**config.mk**
```make
export PLATFORM = sky130hd
export DESIGN_NAME = terminal_line_editor_flat
export DESIGN_NICKNAME = d
export VERILOG_FILES = /design/src/design/tle_pkg.sv /design/src/design/tle_if.sv /design/src/design/terminal_line_editor.sv /design/src/flat_wrapper.sv
export SDC_FILE = /design/constraint.sdc
export NUM_CORES = 1
export LEC_CHECK = 0
export BUFFER_PORTS_ARGS = -buffer_cell sky130_fd_sc_hd__buf_4
export CORE_UTILIZATION = 31
export DETAILED_ROUTE_END_ITERATION = 7
export PLACE_DENSITY = 0.46
export REMOVE_ABC_BUFFERS = 1
export SYNTH_ARGS = -nofsm -noshare
export SYNTH_HDL_FRONTEND = slang
export SYNTH_SLANG_ARGS = --single-unit
```
**constraint.sdc**
```tcl
create_clock -name clk_i -period 9.7 [get_ports clk_i]
set_input_delay 0.97 -clock clk_i [delete_from_list [all_inputs] [get_ports clk_i]]
set_output_delay 0.97 -clock clk_i [all_outputs]
set_load 0.1 [all_outputs]
```
**src/design/tle_pkg.sv**
```systemverilog
// ----------------------------------------------------------------------------
// Terminal line editor package
// Byte codes, channel codes, register indexes and echo sequences shared by
// the channel interfaces, the line editor and its checker.
// ----------------------------------------------------------------------------
package tle_pkg;

  typedef logic [7:0] byte_t;

  localparam int CFG_IDX_W  = 8;
  localparam int CFG_DATA_W = 64;
  localparam int PLEN_W     = 4;

  typedef enum logic [CFG_IDX_W-1:0] {
    REG_PROMPT_TEXT   = 8'd0,
    REG_PROMPT_LENGTH = 8'd1
  } cfg_reg_e;

  localparam logic CH_ECHO = 1'b0;
  localparam logic CH_CMD  = 1'b1;

  localparam byte_t KEY_CTRL_C   = 8'h03;
  localparam byte_t KEY_BS       = 8'h08;
  localparam byte_t KEY_LF       = 8'h0A;
  localparam byte_t KEY_CR       = 8'h0D;
  localparam byte_t KEY_DEL      = 8'h7F;
  localparam byte_t PRINT_LO     = 8'h20;
  localparam byte_t PRINT_HI     = 8'h7E;

  localparam logic [PLEN_W-1:0] PROMPT_MAX = 4'd8;
  localparam logic [63:0]       PROMPT_TEXT_RST = 64'h0000_0000_0000_203E;
  localparam logic [PLEN_W-1:0] PROMPT_LEN_RST  = 4'd2;

  localparam logic [23:0] ERASE_SEQ = {8'h08, 8'h20, 8'h08};
  localparam logic [23:0] INTR_SEQ  = {8'h5E, 8'h43, 8'h0A};

  localparam int LONG_LEN = 29;
  localparam logic [LONG_LEN*8-1:0] LONG_MSG = "error: command line too long\n";

  function automatic byte_t seq3_byte(logic [23:0] seq, logic [1:0] i);
    byte_t b;
    case (i)
      2'd0:    b = seq[23:16];
      2'd1:    b = seq[15:8];
      default: b = seq[7:0];
    endcase
    return b;
  endfunction

  function automatic byte_t long_msg_byte(logic [4:0] i);
    int pos;
    pos = LONG_LEN - 1 - int'(i);
    if (pos < 0) begin
      pos = 0;
    end
    return LONG_MSG[pos*8 +: 8];
  endfunction

endpackage

```
**src/design/tle_if.sv**
```systemverilog
// ----------------------------------------------------------------------------
// Terminal line editor channels
// Valid/ready channels for received bytes, result items and register writes.
// ----------------------------------------------------------------------------
interface tle_in_if;
  import tle_pkg::*;
  logic  valid;
  logic  ready;
  byte_t in_byte;

  modport source (output valid, output in_byte, input ready);
  modport sink   (input valid, input in_byte, output ready);
endinterface

interface tle_out_if;
  import tle_pkg::*;
  logic  valid;
  logic  ready;
  logic  channel;
  byte_t out_byte;
  logic  last;

  modport source (output valid, output channel, output out_byte, output last, input ready);
  modport sink   (input valid, input channel, input out_byte, input last, output ready);
endinterface

interface tle_cfg_if;
  import tle_pkg::*;
  logic                  valid;
  logic                  ready;
  logic [CFG_IDX_W-1:0]  index;
  logic [CFG_DATA_W-1:0] data;

  modport source (output valid, output index, output data, input ready);
  modport sink   (input valid, input index, input data, output ready);
endinterface

```
**src/design/terminal_line_editor.sv**
```systemverilog
// ----------------------------------------------------------------------------
// Terminal line editor
// Canonical-mode line editing with echo, erase, interrupt and line dispatch.
// ----------------------------------------------------------------------------
//  Channel   Direction  Payload                     Handshake
//  in_if     sink       in_byte                     valid/ready
//  out_if    source     channel, out_byte, last     valid/ready
//  cfg_if    sink       index, data                 valid/ready, always ready
//
//  A byte is accepted whenever the sequencer is idle; its results then leave
//  one per cycle through the output register while the output is not stalled,
//  up to 40 of them at a line end with the default LINE_BYTES.
//  Line bytes are read from the line memory into a data register ahead of their output.
//  Reset is asynchronous and leaves an empty line with the prompt "> ".
//  A stalled output holds the sequence in place without losing any item.
// ----------------------------------------------------------------------------
module terminal_line_editor #(
  parameter int LINE_BYTES = 32
) (
  input  logic      clk_i,
  input  logic      rst_ni,
  tle_in_if.sink    in_if,
  tle_out_if.source out_if,
  tle_cfg_if.sink   cfg_if
);
  import tle_pkg::*;

  localparam int AW = $clog2(LINE_BYTES);
  localparam int IW = (AW > 5) ? AW : 5;

  typedef enum logic [2:0] {
    S_IDLE,
    S_ECHO,
    S_ERASE,
    S_INTR,
    S_NL,
    S_LONG,
    S_LINE,
    S_PROMPT
  } state_e;

  state_e              state_q, state_d;
  logic [IW-1:0]       idx_q, idx_d;
  logic [AW-1:0]       fill_q, fill_d;
  logic [AW-1:0]       line_len_q, line_len_d;
  logic                ovf_q, ovf_d;
  logic                long_q, long_d;
  logic                swallow_q, swallow_d;
  byte_t               echo_q, echo_d;
  logic [63:0]         prompt_text_q, prompt_text_d;
  logic [PLEN_W-1:0]   prompt_len_q, prompt_len_d;
  logic                out_valid_q, out_valid_d;
  logic                out_ch_q, out_ch_d;
  byte_t               out_byte_q, out_byte_d;
  logic                out_last_q, out_last_d;

  byte_t               line_mem [LINE_BYTES];
  byte_t               rd_data_q;
  logic                wr_en;

  logic                adv;
  logic                emit_v;
  logic                emit_ch;
  byte_t               emit_byte;
  logic                emit_last;
  logic                fin;
  logic [PLEN_W-1:0]   plen_eff;
  logic                no_prompt;
  state_e              tail_state;
  byte_t               b;

  assign in_if.ready     = (state_q == S_IDLE);
  assign cfg_if.ready    = 1'b1;
  assign out_if.valid    = out_valid_q;
  assign out_if.channel  = out_ch_q;
  assign out_if.out_byte = out_byte_q;
  assign out_if.last     = out_last_q;

  assign adv        = !out_valid_q || out_if.ready;
  assign plen_eff   = (prompt_len_q > PROMPT_MAX) ? PROMPT_MAX : prompt_len_q;
  assign no_prompt  = (plen_eff == '0);
  assign tail_state = no_prompt ? S_IDLE : S_PROMPT;
  assign b          = in_if.in_byte;

  always_comb begin
    state_d       = state_q;
    idx_d         = idx_q;
    fill_d        = fill_q;
    line_len_d    = line_len_q;
    ovf_d         = ovf_q;
    long_d        = long_q;
    swallow_d     = swallow_q;
    echo_d        = echo_q;
    prompt_text_d = prompt_text_q;
    prompt_len_d  = prompt_len_q;
    wr_en         = 1'b0;
    emit_v        = 1'b0;
    emit_ch       = CH_ECHO;
    emit_byte     = echo_q;
    emit_last     = 1'b0;
    fin           = 1'b0;

    if (cfg_if.valid) begin
      if (cfg_if.index == REG_PROMPT_TEXT) begin
        prompt_text_d = cfg_if.data;
      end else if (cfg_if.index == REG_PROMPT_LENGTH) begin
        prompt_len_d = cfg_if.data[PLEN_W-1:0];
      end
    end

    case (state_q)
      S_IDLE: begin
        if (in_if.valid) begin
          swallow_d = 1'b0;
          idx_d     = '0;
          if (swallow_q && b == KEY_LF) begin
            state_d = S_IDLE;
          end else if (b == KEY_CR || b == KEY_LF) begin
            line_len_d = fill_q;
            long_d     = ovf_q;
            fill_d     = '0;
            ovf_d      = 1'b0;
            swallow_d  = (b == KEY_CR);
            state_d    = S_NL;
          end else if (b == KEY_CTRL_C) begin
            fill_d  = '0;
            ovf_d   = 1'b0;
            state_d = S_INTR;
          end else if (ovf_q) begin
            state_d = S_IDLE;
          end else if (b == KEY_BS || b == KEY_DEL) begin
            if (fill_q != '0) begin
              fill_d  = fill_q - AW'(1);
              state_d = S_ERASE;
            end
          end else if (b < PRINT_LO || b > PRINT_HI) begin
            state_d = S_IDLE;
          end else if (fill_q == AW'(LINE_BYTES - 1)) begin
            ovf_d = 1'b1;
          end else begin
            wr_en   = 1'b1;
            fill_d  = fill_q + AW'(1);
            echo_d  = b;
            state_d = S_ECHO;
          end
        end
      end
      S_ECHO: begin
        emit_v    = 1'b1;
        emit_byte = echo_q;
        emit_last = 1'b1;
        if (adv) begin
          state_d = S_IDLE;
        end
      end
      S_ERASE: begin
        fin       = (idx_q == IW'(2));
        emit_v    = 1'b1;
        emit_byte = seq3_byte(ERASE_SEQ, idx_q[1:0]);
        emit_last = fin;
        if (adv) begin
          if (fin) begin
            state_d = S_IDLE;
          end else begin
            idx_d = idx_q + IW'(1);
          end
        end
      end
      S_INTR: begin
        fin       = (idx_q == IW'(2));
        emit_v    = 1'b1;
        emit_byte = seq3_byte(INTR_SEQ, idx_q[1:0]);
        emit_last = fin && no_prompt;
        if (adv) begin
          if (fin) begin
            idx_d   = '0;
            state_d = tail_state;
          end else begin
            idx_d = idx_q + IW'(1);
          end
        end
      end
      S_NL: begin
        emit_v    = 1'b1;
        emit_byte = KEY_LF;
        emit_last = !long_q && (line_len_q == '0) && no_prompt;
        if (adv) begin
          idx_d = '0;
          if (long_q) begin
            state_d = S_LONG;
          end else if (line_len_q != '0) begin
            state_d = S_LINE;
          end else begin
            state_d = tail_state;
          end
        end
      end
      S_LONG: begin
        fin       = (idx_q == IW'(LONG_LEN - 1));
        emit_v    = 1'b1;
        emit_byte = long_msg_byte(idx_q[4:0]);
        emit_last = fin && no_prompt;
        if (adv) begin
          if (fin) begin
            idx_d   = '0;
            state_d = tail_state;
          end else begin
            idx_d = idx_q + IW'(1);
          end
        end
      end
      S_LINE: begin
        fin       = ((idx_q + IW'(1)) == IW'(line_len_q));
        emit_v    = 1'b1;
        emit_ch   = CH_CMD;
        emit_byte = rd_data_q;
        emit_last = fin && no_prompt;
        if (adv) begin
          if (fin) begin
            idx_d   = '0;
            state_d = tail_state;
          end else begin
            idx_d = idx_q + IW'(1);
          end
        end
      end
      S_PROMPT: begin
        fin       = ((idx_q + IW'(1)) == IW'(plen_eff));
        emit_v    = 1'b1;
        emit_byte = prompt_text_q[{idx_q[2:0], 3'b000} +: 8];
        emit_last = fin;
        if (adv) begin
          if (fin) begin
            state_d = S_IDLE;
          end else begin
            idx_d = idx_q + IW'(1);
          end
        end
      end
      default: begin
        state_d = S_IDLE;
      end
    endcase

    out_valid_d = out_valid_q;
    out_ch_d    = out_ch_q;
    out_byte_d  = out_byte_q;
    out_last_d  = out_last_q;
    if (adv) begin
      out_valid_d = emit_v;
      out_ch_d    = emit_ch;
      out_byte_d  = emit_byte;
      out_last_d  = emit_last;
    end
  end

  always_ff @(posedge clk_i or negedge rst_ni) begin
    if (!rst_ni) begin
      state_q       <= S_IDLE;
      idx_q         <= '0;
      fill_q        <= '0;
      line_len_q    <= '0;
      ovf_q         <= 1'b0;
      long_q        <= 1'b0;
      swallow_q     <= 1'b0;
      prompt_text_q <= PROMPT_TEXT_RST;
      prompt_len_q  <= PROMPT_LEN_RST;
      out_valid_q   <= 1'b0;
    end else begin
      state_q       <= state_d;
      idx_q         <= idx_d;
      fill_q        <= fill_d;
      line_len_q    <= line_len_d;
      ovf_q         <= ovf_d;
      long_q        <= long_d;
      swallow_q     <= swallow_d;
      prompt_text_q <= prompt_text_d;
      prompt_len_q  <= prompt_len_d;
      out_valid_q   <= out_valid_d;
    end
  end

  always_ff @(posedge clk_i) begin
    echo_q     <= echo_d;
    out_ch_q   <= out_ch_d;
    out_byte_q <= out_byte_d;
    out_last_q <= out_last_d;
  end

  always_ff @(posedge clk_i) begin
    if (wr_en) begin
      line_mem[fill_q] <= b;
    end
    if (state_d == S_LINE) begin
      rd_data_q <= line_mem[idx_d[AW-1:0]];
    end
  end

endmodule

```
**src/flat_wrapper.sv**
```systemverilog
// flat-port wrapper written by rule: the top's interface ports become plain ports
module terminal_line_editor_flat import tle_pkg::*;
#(
  parameter int LINE_BYTES = 32
)
  (clk_i, rst_ni, in_if_valid, in_if_in_byte, in_if_ready, out_if_valid, out_if_channel, out_if_out_byte, out_if_last, out_if_ready, cfg_if_valid, cfg_if_index, cfg_if_data, cfg_if_ready);
  tle_in_if in_if_i ();
  tle_out_if out_if_i ();
  tle_cfg_if cfg_if_i ();
  input  logic clk_i;
  input  logic rst_ni;
  input wire logic [$bits(in_if_i.valid)-1:0] in_if_valid;
  input wire logic [$bits(in_if_i.in_byte)-1:0] in_if_in_byte;
  output wire logic [$bits(in_if_i.ready)-1:0] in_if_ready;
  output wire logic [$bits(out_if_i.valid)-1:0] out_if_valid;
  output wire logic [$bits(out_if_i.channel)-1:0] out_if_channel;
  output wire logic [$bits(out_if_i.out_byte)-1:0] out_if_out_byte;
  output wire logic [$bits(out_if_i.last)-1:0] out_if_last;
  input wire logic [$bits(out_if_i.ready)-1:0] out_if_ready;
  input wire logic [$bits(cfg_if_i.valid)-1:0] cfg_if_valid;
  input wire logic [$bits(cfg_if_i.index)-1:0] cfg_if_index;
  input wire logic [$bits(cfg_if_i.data)-1:0] cfg_if_data;
  output wire logic [$bits(cfg_if_i.ready)-1:0] cfg_if_ready;
  assign in_if_i.valid = in_if_valid;
  assign in_if_i.in_byte = in_if_in_byte;
  assign in_if_ready = in_if_i.ready;
  assign out_if_valid = out_if_i.valid;
  assign out_if_channel = out_if_i.channel;
  assign out_if_out_byte = out_if_i.out_byte;
  assign out_if_last = out_if_i.last;
  assign out_if_i.ready = out_if_ready;
  assign cfg_if_i.valid = cfg_if_valid;
  assign cfg_if_i.index = cfg_if_index;
  assign cfg_if_i.data = cfg_if_data;
  assign cfg_if_ready = cfg_if_i.ready;
  terminal_line_editor #(.LINE_BYTES(LINE_BYTES)) u_core (.clk_i(clk_i), .rst_ni(rst_ni), .in_if(in_if_i), .out_if(out_if_i), .cfg_if(cfg_if_i));
endmodule
```
# Word-level counts from Yosys, hierarchy flattened
# Memories as Yosys holds them, arrays and structs flattened. A register that Yosys moved wholly into a read port is not among the register bits.
# Cells that the tools add are included.
classes:
  eq_ne: 24
  mux: 73
  n_reduce_logical: 27
  n_addsub: 4
  n_shift: 2
  bitwise_logic: 8
  n_lt_le_gt_ge: 4
ops:
  columns: ["cell", "count"]
  rows:
  - ["$shiftx 232x32->8 const A", 1]
  - ["$mux 5", 19]
  - ["$mux 3", 24]
  - ["$shiftx 64x7->8", 1]
  - ["$mux 29", 2]
  - ["$pmux 8 s6", 1]
  - ["$pmux 5 s7", 1]
  - ["$eq 8x4->1 const B", 3]
  - ["$pmux 3 s8", 1]
  - ["$mux 1", 21]
  - ["$eq 3x3->1 const B", 5]
  - ["$pmux 7 s2", 1]
  - ["$add 5x1->5 const B", 2]
  - ["$eq 5x5->1 const B", 2]
  - ["$reduce_bool 5->1", 2]
  - ["$reduce_and 9->1", 1]
  - ["$eq 8x1->1 const B", 1]
  - ["$eq 8x2->1 const B", 1]
  - ["$eq 8x7->1 const B", 1]
  - ["$gt 8x7->1 const B", 1]
  - ["$logic_not 8->1", 1]
  - ["$lt 8x6->1 const B", 1]
  - ["$ne 4x1->1 const B", 2]
  - ["$not 1->1", 8]
  - ["other kinds (27)", 39]
totals:
  ramBits: 256
  wordCells: 157
  ff_bits: 108
  mem_count: 1
  inputBits: 85
mem_list:
  columns: ["memory", "depth", "width", "read_ports", "rd_clocked_by_memory_dff", "wr", "line_no", "text"]
  rows:
  - ["u_core.line_mem", 32, 8, 1, 1, 1, "terminal_line_editor.sv:57", "byte_t line_mem [LINE_BYTES];"]

# Depth between registers and ports, before layout
# Gate-level depths: netlist of run 1.
depth:
  depth_word: 12
  mapped_depth: 18

# Worst setup path before layout of run 1
# No wires, ideal clock.
synth_timing:
  path_type: "flip-flop to flip-flop"
  from: "register u_core.state_q[1]"
  to: "memory u_core.line_mem[20][0] (netlist bit) (enable)"
  setup_time_ns: 0.371
  arrival_ns: 5.309
  setup_slack_ns: 4.020
  period_less_slack_ns: 5.680
  path_stages_with_launch: 9
  n_path_buf: 2
  cell_sequence: "dfrtp_1 > clkbuf_1 > clkbuf_1 > nor3_1 > nand2_1 > a41o_1 > nor3_1 > nand4b_1 > nor2_1"
synth_via:
  elab_chain_cells: 4
synth_lines:
  columns: ["element", "line_no", "text"]
  rows:
  - ["start: declaration", "terminal_line_editor.sv:42", "state_e state_q, state_d;"]
  - ["start signal: assignment", "terminal_line_editor.sv:270", "state_q <= state_d;"]
  - ["$logic_not 3->1", null, null]
  - ["via in_if_ready", "flat_wrapper.sv:14", "output wire logic [$bits(in_if_i.ready)-1:0] in_if_ready;"]
  - ["$mux 1", "terminal_line_editor.sv:111", "case (state_q)"]
  - ["$mux 1", "terminal_line_editor.sv:291", "if (wr_en) begin"]
  - ["$mux 1 (implied by the code)", "terminal_line_editor.sv:292", "line_mem[fill_q] <= b;"]
  - ["end: declaration", "terminal_line_editor.sv:57", null]
# The timed path passes the listed nets, and every way through them passes these cells.

# Worst setup path after layout of run 1
layout_timing:
  from: "register u_core.idx_q[0]"
  to: "register u_core.rd_data_q[5] (read register of u_core.line_mem) (data pin)"
layout_via:
  elab_chain_cells: 6
layout_lines:
  columns: ["element", "line_no", "text"]
  rows:
  - ["start: declaration", "terminal_line_editor.sv:43", "logic [IW-1:0] idx_q, idx_d;"]
  - ["start signal: assignment", "terminal_line_editor.sv:271", "idx_q <= idx_d;"]
  - ["$add 5x1->5", null, null]
  - ["$eq 5x4->1 or $eq 5x5->1 (tied branches)", "terminal_line_editor.sv:228, terminal_line_editor.sv:213", null]
  - ["$mux 3 (on tied branches)", "terminal_line_editor.sv:233, terminal_line_editor.sv:219", null]
  - ["$mux 3 (on tied branches)", "terminal_line_editor.sv:232, terminal_line_editor.sv:218", null]
  - ["$pmux 3 s8", "terminal_line_editor.sv:111", null]
  - ["$eq 3x3->1", "terminal_line_editor.sv:294", "if (state_d == S_LINE) begin"]
  - ["end: declaration", "terminal_line_editor.sv:58", "byte_t rd_data_q;"]
# Parallel ways exist; a longest one is shown, timed or not.
# A chain may end at the register's enable or synchronous reset.

==> metrics.md, run 1 <==
| Metric | Value |
|---|---|
| CTS tree | done |
| Pre-CTS WS | roughly 3400 ps |
| Slew Limit Headroom | between 20% and 30% |
| Power, Total | around 6 mW |
| Initial Util | 31.44% |
| DRC Markers | 0 |
| Worst Hold Class | in2async |
| Gate Count Post-Synth | 1368 |
| CP cell instances | buf_4, inv_1, ha_1, or4b_1, o22a_1, a221o_1, o211a_1, buf_4, nor2_4, buf_4, mux2i_1, mux2i_1, a2111oi_0, a31oi_1 |
| Unrepaired setup endpoints after global routing | false |
| Share of layout cells above drive strength 1 | approximately a fifth |
| Io pins | 98 |
| H-Tree Depth | 2 |
| Num CTS Buffers | between 40 and 50 |
| Final hold vios | 0 |
| Register area share after synthesis | 61.83% |
| Area of the die | about 57000 sq um |
| Post-synth EDFFs | roughly 280 |
| Dpl hpwl | about 32 mm |
| Total global routing overflow | 0 |
| Core ar. | around 55000 sq um |
| Vias in the first global route | around 12000 |
| CP max FO | 58 |
| CP most frequent cell | buf_4 |
| Post-route clock skew | between 30 and 40 ps |
| Longest Clk Path Bufs | 3 |
| Wire per inst | 22.83 um |
| Initial antenna violation count | 4 |
| Max Slew Vio Count | 0 |
| Peak Freq | ~0.16 GHz |
| WP data arrival | roughly 6600 ps |
| Area grow syn2layout | 16.42% |
| Port bufs | 96 |
| Clk_lat worst skew | approximately 590 ps |
| Slowest CP cell | buf_4 |
| Minimum clock period | just over 6000 ps |
| Pin count of the biggest net entering global routing | 65 |
| WL final | between 50 and 60 mm |
| Clk root buf | clkbuf_16 |
| First-pass DRT Iterations | 5 |
| Final setup viols | 0 |
| Pwr per Cell Area | a little under 300 nW/um^2 |
| Outcome | complete, no violations |
| Vias/cell | between 5 and 6 |
| DR vias | between 10000 and 15000 |
| Final Cycle Share | between 60% and 70% |
| YS warnings | 0 |
| Kind of critical path | reg2reg |
| Syn avg cell area | approximately 13 sq um |
| #FFs+latches synth | 372 |
| Post-CTS Setup Inserts | 0 |
| Antenna-violating nets left | 0 |
| Netlist cell types | 83 |
| Die height | 238.6 um |
| All-layer global routing usage | about 18% |
| CP Launch Type | flip-flop |
| Post-synth top flop | edfxtp_1 |
| Critical Path RT | approximately 10000 ps |
| Setup TNS | 0 ps |
| Row cnt | 86 |
| Gates resized, CTS repair | 0 |
| Clk sinks | approximately 370 |
| IR Drop Worst-Case VDD | around 0.18 mV |
| FFs w/ async S/R, synth | around 24% |
| Worst Tran Pin Value | about 1200 ps |
| CP Capture Type | flip-flop |
| Worst-path clk slew | around 60 ps |
| CTS Hold Bufs | 0 |
| Iter 0 DRT Violations | 981 |
| First-pass GRT wire length | about 76 mm |
| Slowest stage delay, CP | ~760 ps |
| Die Wd | between 200 and 250 um |
| Final Net Count | around 1500 |
| Cell area after synthesis | roughly 17000 sq um |
| RD Place Congestion | about 0.89 |
| Leakage | 7.516 nW |
| Final Worst Setup Slack | 3461 ps |
| Max cap viols | 0 |
-- state kept, by name (all words and copies together), names as in the netlist, 3 cells and up --
signal,cells
u_core.line_mem,256
u_core.prompt_text_q,64
u_core.echo_q,8
u_core.out_if.out_byte,8
u_core.rd_data_q,8
u_core.fill_q,5
u_core.idx_q,5
u_core.line_len_q,5
u_core.prompt_len_q,4
u_core.state_q,3
-- stage by stage --
| stage | util, % | instance area (sq um) | hold WS (ps) | cells |
|---|---|---|---|---|
| after floorplan | - | 16950 | 475.4 | 1278 |
| after global placement | 34.09 | 18820 | 485.9 | 2145 |
| after detailed placement | 34.09 | 18820 | 490.1 | 2145 |
| after CTS | 36.60 | 20200 | 293.8 | 2223 |
| after global routing | 36.60 | 20200 | 321.3 | 2223 |
| final | 36.60 | 20200 | 314.5 | 2224 |
-- metal layers --
metal / global-route usage, % / vias to the layer above / part of all wire (%)
met2: 28.50 / 377 / 47
met3: 2.783 / 95 / 5.3
met5: 0 / - / 0.063
li1: - / 5389 / -
met1: 24.76 / 5925 / 45
met4: 6.449 / 4 / 3.2
-- synth_stat cells (all sizes together) (4+ instances only) --
cell | number | area (sq um)
o21ai | 85 | 425.4
o211ai | 9 | 67.56
ha | 14 | 175.2
nor2 | 76 | 292.8
nand3 | 84 | 420.4
o22ai | 12 | 75.07
dfstp | 7 | 183.9
mux2i | 61 | 610.6
a21o | 6 | 45.04
and3 | 29 | 181.4
nor3 | 10 | 50.05
a311o | 17 | 170.2
nand2b | 6 | 37.54
nor2b | 9 | 56.30
xor2 | 4 | 35.03
dfrtp | 83 | 2077
clkbuf | 58 | 217.7
a211oi | 12 | 107.6
and2 | 4 | 25.02
a31oi | 27 | 168.9
xnor2 | 8 | 70.07
nand3b | 5 | 37.54
nand2 | 149 | 559.3
nor4 | 6 | 37.54
a311oi | 23 | 201.4
inv | 16 | 60.05
a2111oi | 10 | 87.58
edfxtp | 282 | 8468
a21oi | 38 | 193.9
buf | 39 | 210.2
mux4 | 16 | 360.4
mux2 | 76 | 855.8
a22oi | 15 | 112.6
a221oi | 4 | 52.56
nand4 | 7 | 43.79
-- report_power, final --
part	switching, mW	leakage [nW]	internal [mW]
registers	0.0556	3.76	1.83
logic	1.62	3.08	0.746
clock network	0.673	0.681	0.934
-- path summary, 6_finish.rpt --
check	slack [ps]	from	end	cells after the start
max	3460	u_core.idx_q[0]	u_core.rd_data_q[5]	14
min	310	rst_ni	u_core.prompt_text_q[36]	1
max reg2reg	3460	u_core.idx_q[0]	u_core.rd_data_q[5]	14
min reg2reg	500	u_core.prompt_text_q[18]	u_core.prompt_text_q[18]	1
max in group asynchronous	8170	rst_ni	u_core.idx_q[0]	2
min in group clk_i	500	u_core.prompt_text_q[18]	u_core.prompt_text_q[18]	1
-- worst max-delay path: cells and delay by family, from the launching register on --
kind            cells  cell delay (ps)
simple gates        2             1230
mux                 2              380
fa+ha+maj           1              560
compound gates      5             1620
buf+inv             4             1750
flops               1              340
-- final cells by class --
class | count | area, sq um
clock inverter | 27 | 269.0
fill | 5328 | 35000
sequential | 372 | 10730
clock buffer | 51 | 1116
tap | 748 | 935.9
antenna | 1 | 2.502
inverter | 18 | 67.56
timing repair buffer | 119 | 893.4
multi-input combinational | 888 | 6188
-- layout by cell type, fill, tap and decap left out, drive strengths merged, types with 27 or more instances in the layout --
cell type and n:
a21oi 38, a31oi 27, and3 29, buf 119, clkbuf 51, dfrtp 83
edfxtp 282, mux2 76, mux2i 61, nand2 149, nand3 84, nor2 76
o21ai 85
-- kinds of logic (layout without fill, tap and decap cells) --
group | Yosys count | in the layout | synth area share [%]
AND/OR/NAND/NOR | 403 | 403 | 10.92
other | 2 | 10 | 0.04328
AO/OA/AOI/OAI | 292 | 292 | 11.57
buffers and inverters | 115 | 215 | 2.855
flip-flops | 372 | 372 | 61.83
XOR/XNOR | 16 | 16 | 1.132
adder cells (fa/ha/maj) | 15 | 15 | 1.125
multiplexers | 153 | 153 | 10.53
Power figures use the tool's default switching activity.
==> inputs of run 2 (changes only) <==
clock period = 5.85 ns   (was 9.7 ns; I/O delays follow)
==> run 2 against run 1 <==
  * Final area is 1.0% higher
  * Global-route usage is 0.18 points higher
  * Sequential power is 68% higher
  * Sequential share of layout area is 0.52 points lower
  * Utilization is 0.36 points higher
  * Critical path depth is 4 lower
  * Register-to-register slack worse by 2400 ps
  * Routed wire length is 0.49% higher
  * First-iteration DRC count is 1.0% lower
  * Non-clock buffer count is 9 higher
  * Fmax is 30% higher
  * Power is 71% higher
  * Critical endpoint is now u_core.rd_data_q[6]
==> metrics.md, run 2 (same netlist as run 1, synthesis figures left out) <==
| Metric | Value |
|---|---|
| Outcome | complete, no violations |
| CP startpoint | u_core.idx_q[3] |
| Multi-input logic area | 6188 sq um (unchanged) |
| RD Place Congestion | 0.8665 (-2.6%) |
| Antenna-violating nets left | 0 (unchanged) |
| RR Endpoint | u_core.rd_data_q[6] |
| Core ar. | 55200 sq um (unchanged) |
| Post-route clock skew | 40.93 ps (+2.595 ps) |
| All-layer global routing usage | 18.12% (+0.18 points) |
| Hold Crit Start | cfg_if_data[33] |
| Minimum clock period | 4810 ps (-1429 ps) |
| Worst-path clk slew | 60 ps (about the same) |
| Fill cell count | 5370 (+0.79%) |
| Top flop regs | u_core.line_mem (256), u_core.prompt_text_q (64) |
| Initial antenna violation count | 2 (-2) |
| Antenna diode count | 0 (-1) |
| Clk root buf | clkbuf_16 |
| Critical Path RT | 6170 ps (-3840 ps) |
| Total global routing overflow | 0 (unchanged) |
| DRC Markers | 0 (unchanged) |
| Peak Freq | 0.2079 GHz (+30%) |
| Row cnt | 86 (unchanged) |
| Clk sinks | 372 (unchanged) |
| Area of the die | 56930 sq um (unchanged) |
| Vias/cell | 5.331 (+0.56%) |
| Leakage | 7.614 nW (+1.3%) |
| Max cap viols | 0 (unchanged) |
| R2R depth | 10 (-4) |
| Io pins | 98 (unchanged) |
| Pin count of the biggest net entering global routing | 62 (-4.6%) |
| Area grow syn2layout | 17.59% |
| Hold depth | 2 |
| Unrepaired setup endpoints after global routing | false |
| Share of layout cells above drive strength 1 | 20.91% (+0.64 points) |
| CP Launch Type | flip-flop |
| First-pass GRT wire length | 77.27 mm (+1.6%) |
| Final Cycle Share | 82.22% (+18 points) |
| Leading cell type in the layout, fill and taps excluded | edfxtp_1 |
| Slew Limit Headroom | 21.06% (-0.085 points) |
| Worst Hold Class | in2reg |
| H-Tree Depth | 2 (unchanged) |
| Final Net Count | 1552 (+0.65%) |
| Initial Util | 31.44% (unchanged) |
| Worst Tran Pin Value | 1173 ps (-9.550 ps) |
| CP most frequent cell | a311o_1 |
| R2r startpoint | u_core.idx_q[3] |
| Sequential cell area | 10730 sq um (unchanged) |
| Longest Clk Path Bufs | 3 (unchanged) |
| DR vias | 11915 (+1.1%) |
| Wire per inst | 22.83 um (about the same) |
| IR Drop Worst-Case VDD | 0.5240 mV (+190%) |
| Max reg flops | 256 (unchanged) |
| Post-layout util | 36.96% (+0.36 points) |
| WL final | 51.03 mm (+0.49%) |
| CTS tree | done |
| Vias in the first global route | 11862 (+2.0%) |
| First-pass DRT Iterations | 5 (unchanged) |
| Num CTS Buffers | 44 (+2.3%) |
| Port bufs | 96 (unchanged) |
| CP cell instances | and3_1, xnor3_1, nor3_1, a311o_1, and3_2, buf_4, a311o_1, a31oi_1, nor4_1, a211oi_2 |
| WP data arrival | 5130 ps (-1420 ps) |
| Most frequent cells in the layout | 282 x edfxtp_1, 149 x nand2_1, 126 x buf_4 |
| Hold Path Sink | u_core.prompt_text_q[33] |
| Die Wd | 238.6 um (unchanged) |
| Max Slew Vio Count | 0 (unchanged) |
| Slowest CP cell | dfrtp_1 |
| Slowest stage delay, CP | 820 ps (+60 ps) |
| Flop2flop setup slack | 1040 ps (-2420 ps) |
| Clk_lat worst skew | 600 ps (about the same) |
| Pwr per Cell Area | 490.1 nW/um^2 (+69%) |
| Power, Total | 10.00 mW (+71%) |
| Iter 0 DRT Violations | 971 (-1.0%) |
| Die height | 238.6 um (unchanged) |
| Dpl hpwl | 32.93 mm (+3.6%) |
| CP Capture Type | flip-flop |
| Final setup viols | 0 (unchanged) |
| Register name with the most flops | u_core.line_mem |
| Kind of critical path | reg2reg |
| CP max FO | 36 (-38%) |
| Final hold vios | 0 (unchanged) |
-- run 2: cell count changes in the layout (fill, tap and decap cells not counted) --
cell,before,now
inv_6,0,1
clkinv_1,10,9
buf_4,119,126
clkinv_8,2,1
clkinv_2,10,6
inv_16,1,0
clkinvlp_4,1,2
buf_12,0,1
dlygate4sd3_1,0,1
clkbuf_8,1,5
clkinv_16,0,1
bufinv_16,4,5
clkbuf_16,43,45
diode_2,1,0
-- run 2: cell type report --
type | instances | area share, %
clock inverters | 24 | 1.398
multi-input cells | 888 | 30.33
clock buffers | 57 | 5.985
inverters | 18 | 0.3311
well taps | 748 | 4.587
repair buffers | 128 | 4.783
flip-flops and latches | 372 | 52.59
-- run 2: layer usage --
metal,up-vias,routed length [um],global-route usage [%],share of wire [%]
li1,5411,-,-,-
met1,6024,22870,25.24,45
met2,392,23760,28.58,47
met3,88,2964,2.875,5.8
met4,0,1428,6.255,2.8
met5,-,0,0,0
-- run 2: worst max-delay path: cells and delay by family (launching register included) --
kind                   cells  cell delay (ps)
AND/OR/NAND/NOR            4             2110
flip-flops                 1              820
AO/OA/AOI/OAI              4              740
buffers and inverters      1              560
XOR/XNOR                   1              280
-- run 2: repair_timing --
item	CTS	global route
setup buffers	0	0
resized for setup	0	0
hold buffers	1	0
hold endpoints to repair	29	0
-- run 2: how the worst max path moves through the flow --
stage	to	slack, ps	cells after the start
finish	u_core.rd_data_q[6]	1040	10
global route	u_core.rd_data_q[6]	790	10
CTS	u_core.rd_data_q[4]	1130	13
detailed placement	u_core.rd_data_q[1]	1120	13
global placement	u_core.rd_data_q[6]	1150	11
floorplan	u_core.rd_data_q[6]	-890	12
-- run 2: power breakdown --
group | total, mW | leakage [nW] | switching [mW] | internal (mW)
logic | 4.00 | 3.12 | 2.73 | 1.28
registers | 3.16 | 3.76 | 0.128 | 3.03
clock network | 2.84 | 0.731 | 1.14 | 1.70
total | 10.0 | 7.61 | 3.99 | 6.01
-- run 2: per-stage QoR --
step                instance area, sq um  cells  setup WS [ps]  TNS, ps  hold slack (ps)
global placement                   18890   2153           1154        0            483.7
CTS                                20400   2235           1125        0            210.4
global route                       20400   2235          791.7        0            225.1
detailed placement                 18890   2153           1116        0            492.2
finish                             20400   2235           1040        0            243.4
floorplan                          16950   1278         -889.3    -6102            289.4
==> inputs of run 3 (changes only) <==
PLACE_DENSITY = 0.48   (was 0.46)
clock period = 4.1 ns   (was 5.85 ns; I/O delays follow)
==> run 3 against run 2 <==
  * First-iteration DRC count is 3.5% higher
  * Sequential cell count stayed put
  * Worst hold slack worse by 190 ps
  * Clock skew is 7.6 ps lower
  * Critical endpoint is now u_core.rd_data_q[7]
  * Highest routed layer unchanged
  * Fmax is 21% higher
  * Sequential power is 42% higher
==> metrics.md, run 3 (same netlist as run 1, synthesis figures left out) <==
| Metric | Value |
|---|---|
| Initial Util | 31.44% (unchanged) |
| First-pass GRT wire length | 78.18 mm (+1.2%) |
| Area of the die | 56930 sq um (unchanged) |
| Iter 0 DRT Violations | 1005 (+3.5%) |
| IR Drop Worst-Case VDD | 0.3434 mV (-34%) |
| DRC Markers | 0 (unchanged) |
| Final Net Count | 1644 (+5.9%) |
| Share of layout cells above drive strength 1 | 26.32% (+5.4 points) |
| CP Launch Type | flip-flop |
| Worst Hold Class | in2reg |
| Fill cell count | 5271 (-1.8%) |
| Buf+Inv Stages, Crit Path | 7 (+6) |
| Final setup viols | 0 (unchanged) |
| Port bufs | 96 (unchanged) |
| Post-route cell area | 21290 sq um (+4.3%) |
| CTS tree | done |
| WP data arrival | 4250 ps (-880 ps) |
| Post-route insts no fill | 2325 (+4.0%) |
| Die Wd | 238.6 um (unchanged) |
| Minimum clock period | 3964 ps (-846.3 ps) |
| Critical Path RT | 4390 ps (-1780 ps) |
| Clk_lat worst skew | 590 ps (about the same) |
| Area grow syn2layout | 22.68% |
| Initial antenna violation count | 1 (-1) |
| Worst path top cell family by delay | compound AO/OA/AOI/OAI gates |
| CP Capture Type | flip-flop |
| Num CTS Buffers | 43 (-2.3%) |
| Wire per inst | 22.52 um (-1.4%) |
| Longest Clk Path Bufs | 3 (unchanged) |
| Worst-path clk slew | 60 ps (about the same) |
| Io pins | 98 (unchanged) |
| Clk root buf | clkbuf_16 |
| Worst Tran Pin Value | 861.9 ps (-311.4 ps) |
| H-Tree Depth | 2 (unchanged) |
| All-layer global routing usage | 18.32% (+0.20 points) |
| Die height | 238.6 um (unchanged) |
| Max cap viols | 0 (unchanged) |
| Max Slew Vio Count | 0 (unchanged) |
| WL final | 52.36 mm (+2.6%) |
| Total global routing overflow | 0 (unchanged) |
| Hold_ws | 49.63 ps (-193.8 ps) |
| DR vias | 12266 (+2.9%) |
| Top flop regs | u_core.line_mem (256), u_core.prompt_text_q (64) |
| Kind of critical path | reg2reg |
| First-pass DRT Iterations | 5 (unchanged) |
| CP most frequent cell | buf_4 |
| Slowest stage delay, CP | 510 ps (-310 ps) |
| Leakage | 8.115 nW (+6.6%) |
| Antenna-violating nets left | 0 (unchanged) |
| Vias in the first global route | 12252 (+3.3%) |
| Dpl cell area | 19630 sq um (+3.9%) |
| Antenna diode count | 0 (unchanged) |
| Vias/cell | 5.276 (-1.0%) |
| Final Cycle Share | 96.67% (+14 points) |
| Register name with the most flops | u_core.line_mem |
| RD Place Congestion | 0.8887 (+2.6%) |
| Pwr per Cell Area | 708.1 nW/um^2 (+44%) |
| Outcome | complete, no violations |
| Post-layout util | 38.56% (+1.6 points) |
| Clk sinks | 372 (unchanged) |
| Max reg flops | 256 (unchanged) |
| Core ar. | 55200 sq um (unchanged) |
| Slew Limit Headroom | 42.33% (+21 points) |
| Setup TNS | 0 ps (unchanged) |
| CP max FO | 16 (-56%) |
| Dpl hpwl | 34.94 mm (+6.1%) |
| Final hold vios | 0 (unchanged) |
| Pin count of the biggest net entering global routing | 65 (+4.8%) |
| CP cell instances | inv_1, ha_1, or4b_1, o22a_1, a221oi_4, buf_4, buf_4, a221oi_4, buf_12, buf_12, buf_4, nand3_1, and3_1, o22ai_2, a2111oi_4, buf_4, a31oi_1 |
| Most frequent cells in the layout | 282 x edfxtp_1, 203 x buf_4, 149 x nand2_1 |
| Post-route clock skew | 33.30 ps (-7.639 ps) |
| DP Cell Count | 2237 (+3.9%) |
| Row cnt | 86 (unchanged) |
| Leading cell type in the layout, fill and taps excluded | edfxtp_1 |
| Flop2flop setup slack | 140 ps (-900 ps) |
| Peak Freq | 0.2523 GHz (+21%) |
| Slowest CP cell | or4b_1 |
==> run 3: changes by cell type in the layout (fill, tap and decap cells not counted), sizes merged <==
cell      change
clkinvlp      -1
clkbuf        +9
clkinv        -4
buf          +90
bufinv        -3
inv           -1
==> run 3: worst register-to-register path: cells and delay by family (launching register included) <==
family,cells,cell delay (ps)
compound gates,6,1230
buf+inv,7,990
simple gates,3,760
flops,1,410
fa+ha+maj,1,240
==> run 3: what timing repair did <==
action,4_1_cts,5_1_grt
hold buffers,1,0
setup buffers,0,6
gates resized for setup,9,33
hold endpoints to repair,48,0
gates cloned,0,3
pin swaps,0,7
setup endpoints to repair,4,8
==> run 3: layout make-up <==
cell class	count	area (sq um)	share of cell area, %
clock inverter	15	161.4	0.7582
sequential	372	10730	50.41
timing repair buffer	221	1867	8.769
inverter	18	71.32	0.3350
clock buffer	63	1192	5.601
multi-input combinational	888	6330	29.73
tap	748	935.9	4.396
==> run 3: routing by layer <==
metal | vias up | GRT usage (%) | wire (um)
li1 | 5601 | - | -
met5 | - | 0 | 0
met2 | 375 | 29.89 | 24840
met4 | 0 | 5.225 | 1083
met3 | 63 | 2.644 | 2926
met1 | 6227 | 25.26 | 23510
==> run 3: metrics by stage <==
| step | setup slack, ps | total power [mW] |
|---|---|---|
| final | 136.4 | 15.07 |
| after CTS | -0.6875 | 14.75 |
| after floorplan | -2639 | 8.201 |
| after detailed placement | -426.9 | 10.93 |
| after global routing | -10.84 | 15.79 |
| after global placement | -491.8 | 10.94 |
==> run 3: worst paths after layout <==
| kind | cells past startpoint | to | startpoint |
|---|---|---|---|
| max in group asynchronous | 3 | u_core.prompt_text_q[3] | rst_ni |
| setup reg to reg | 17 | u_core.rd_data_q[7] | u_core.idx_q[0] |
| setup / recovery | 17 | u_core.rd_data_q[7] | u_core.idx_q[0] |
| min in group asynchronous | 2 | u_core.prompt_text_q[60] | rst_ni |
| hold / removal | 2 | u_core.prompt_text_q[57] | cfg_if_data[57] |
| hold reg to reg | 1 | u_core.prompt_text_q[48] | u_core.prompt_text_q[48] |
==> run 3: power breakdown <==
| part | internal [mW] | total [mW] | leakage, nW | switching [mW] |
|---|---|---|---|---|
| registers | 4.32 | 4.49 | 3.76 | 0.171 |
| logic | 2.68 | 6.86 | 3.70 | 4.18 |
| clock network | 2.15 | 3.72 | 0.651 | 1.57 |
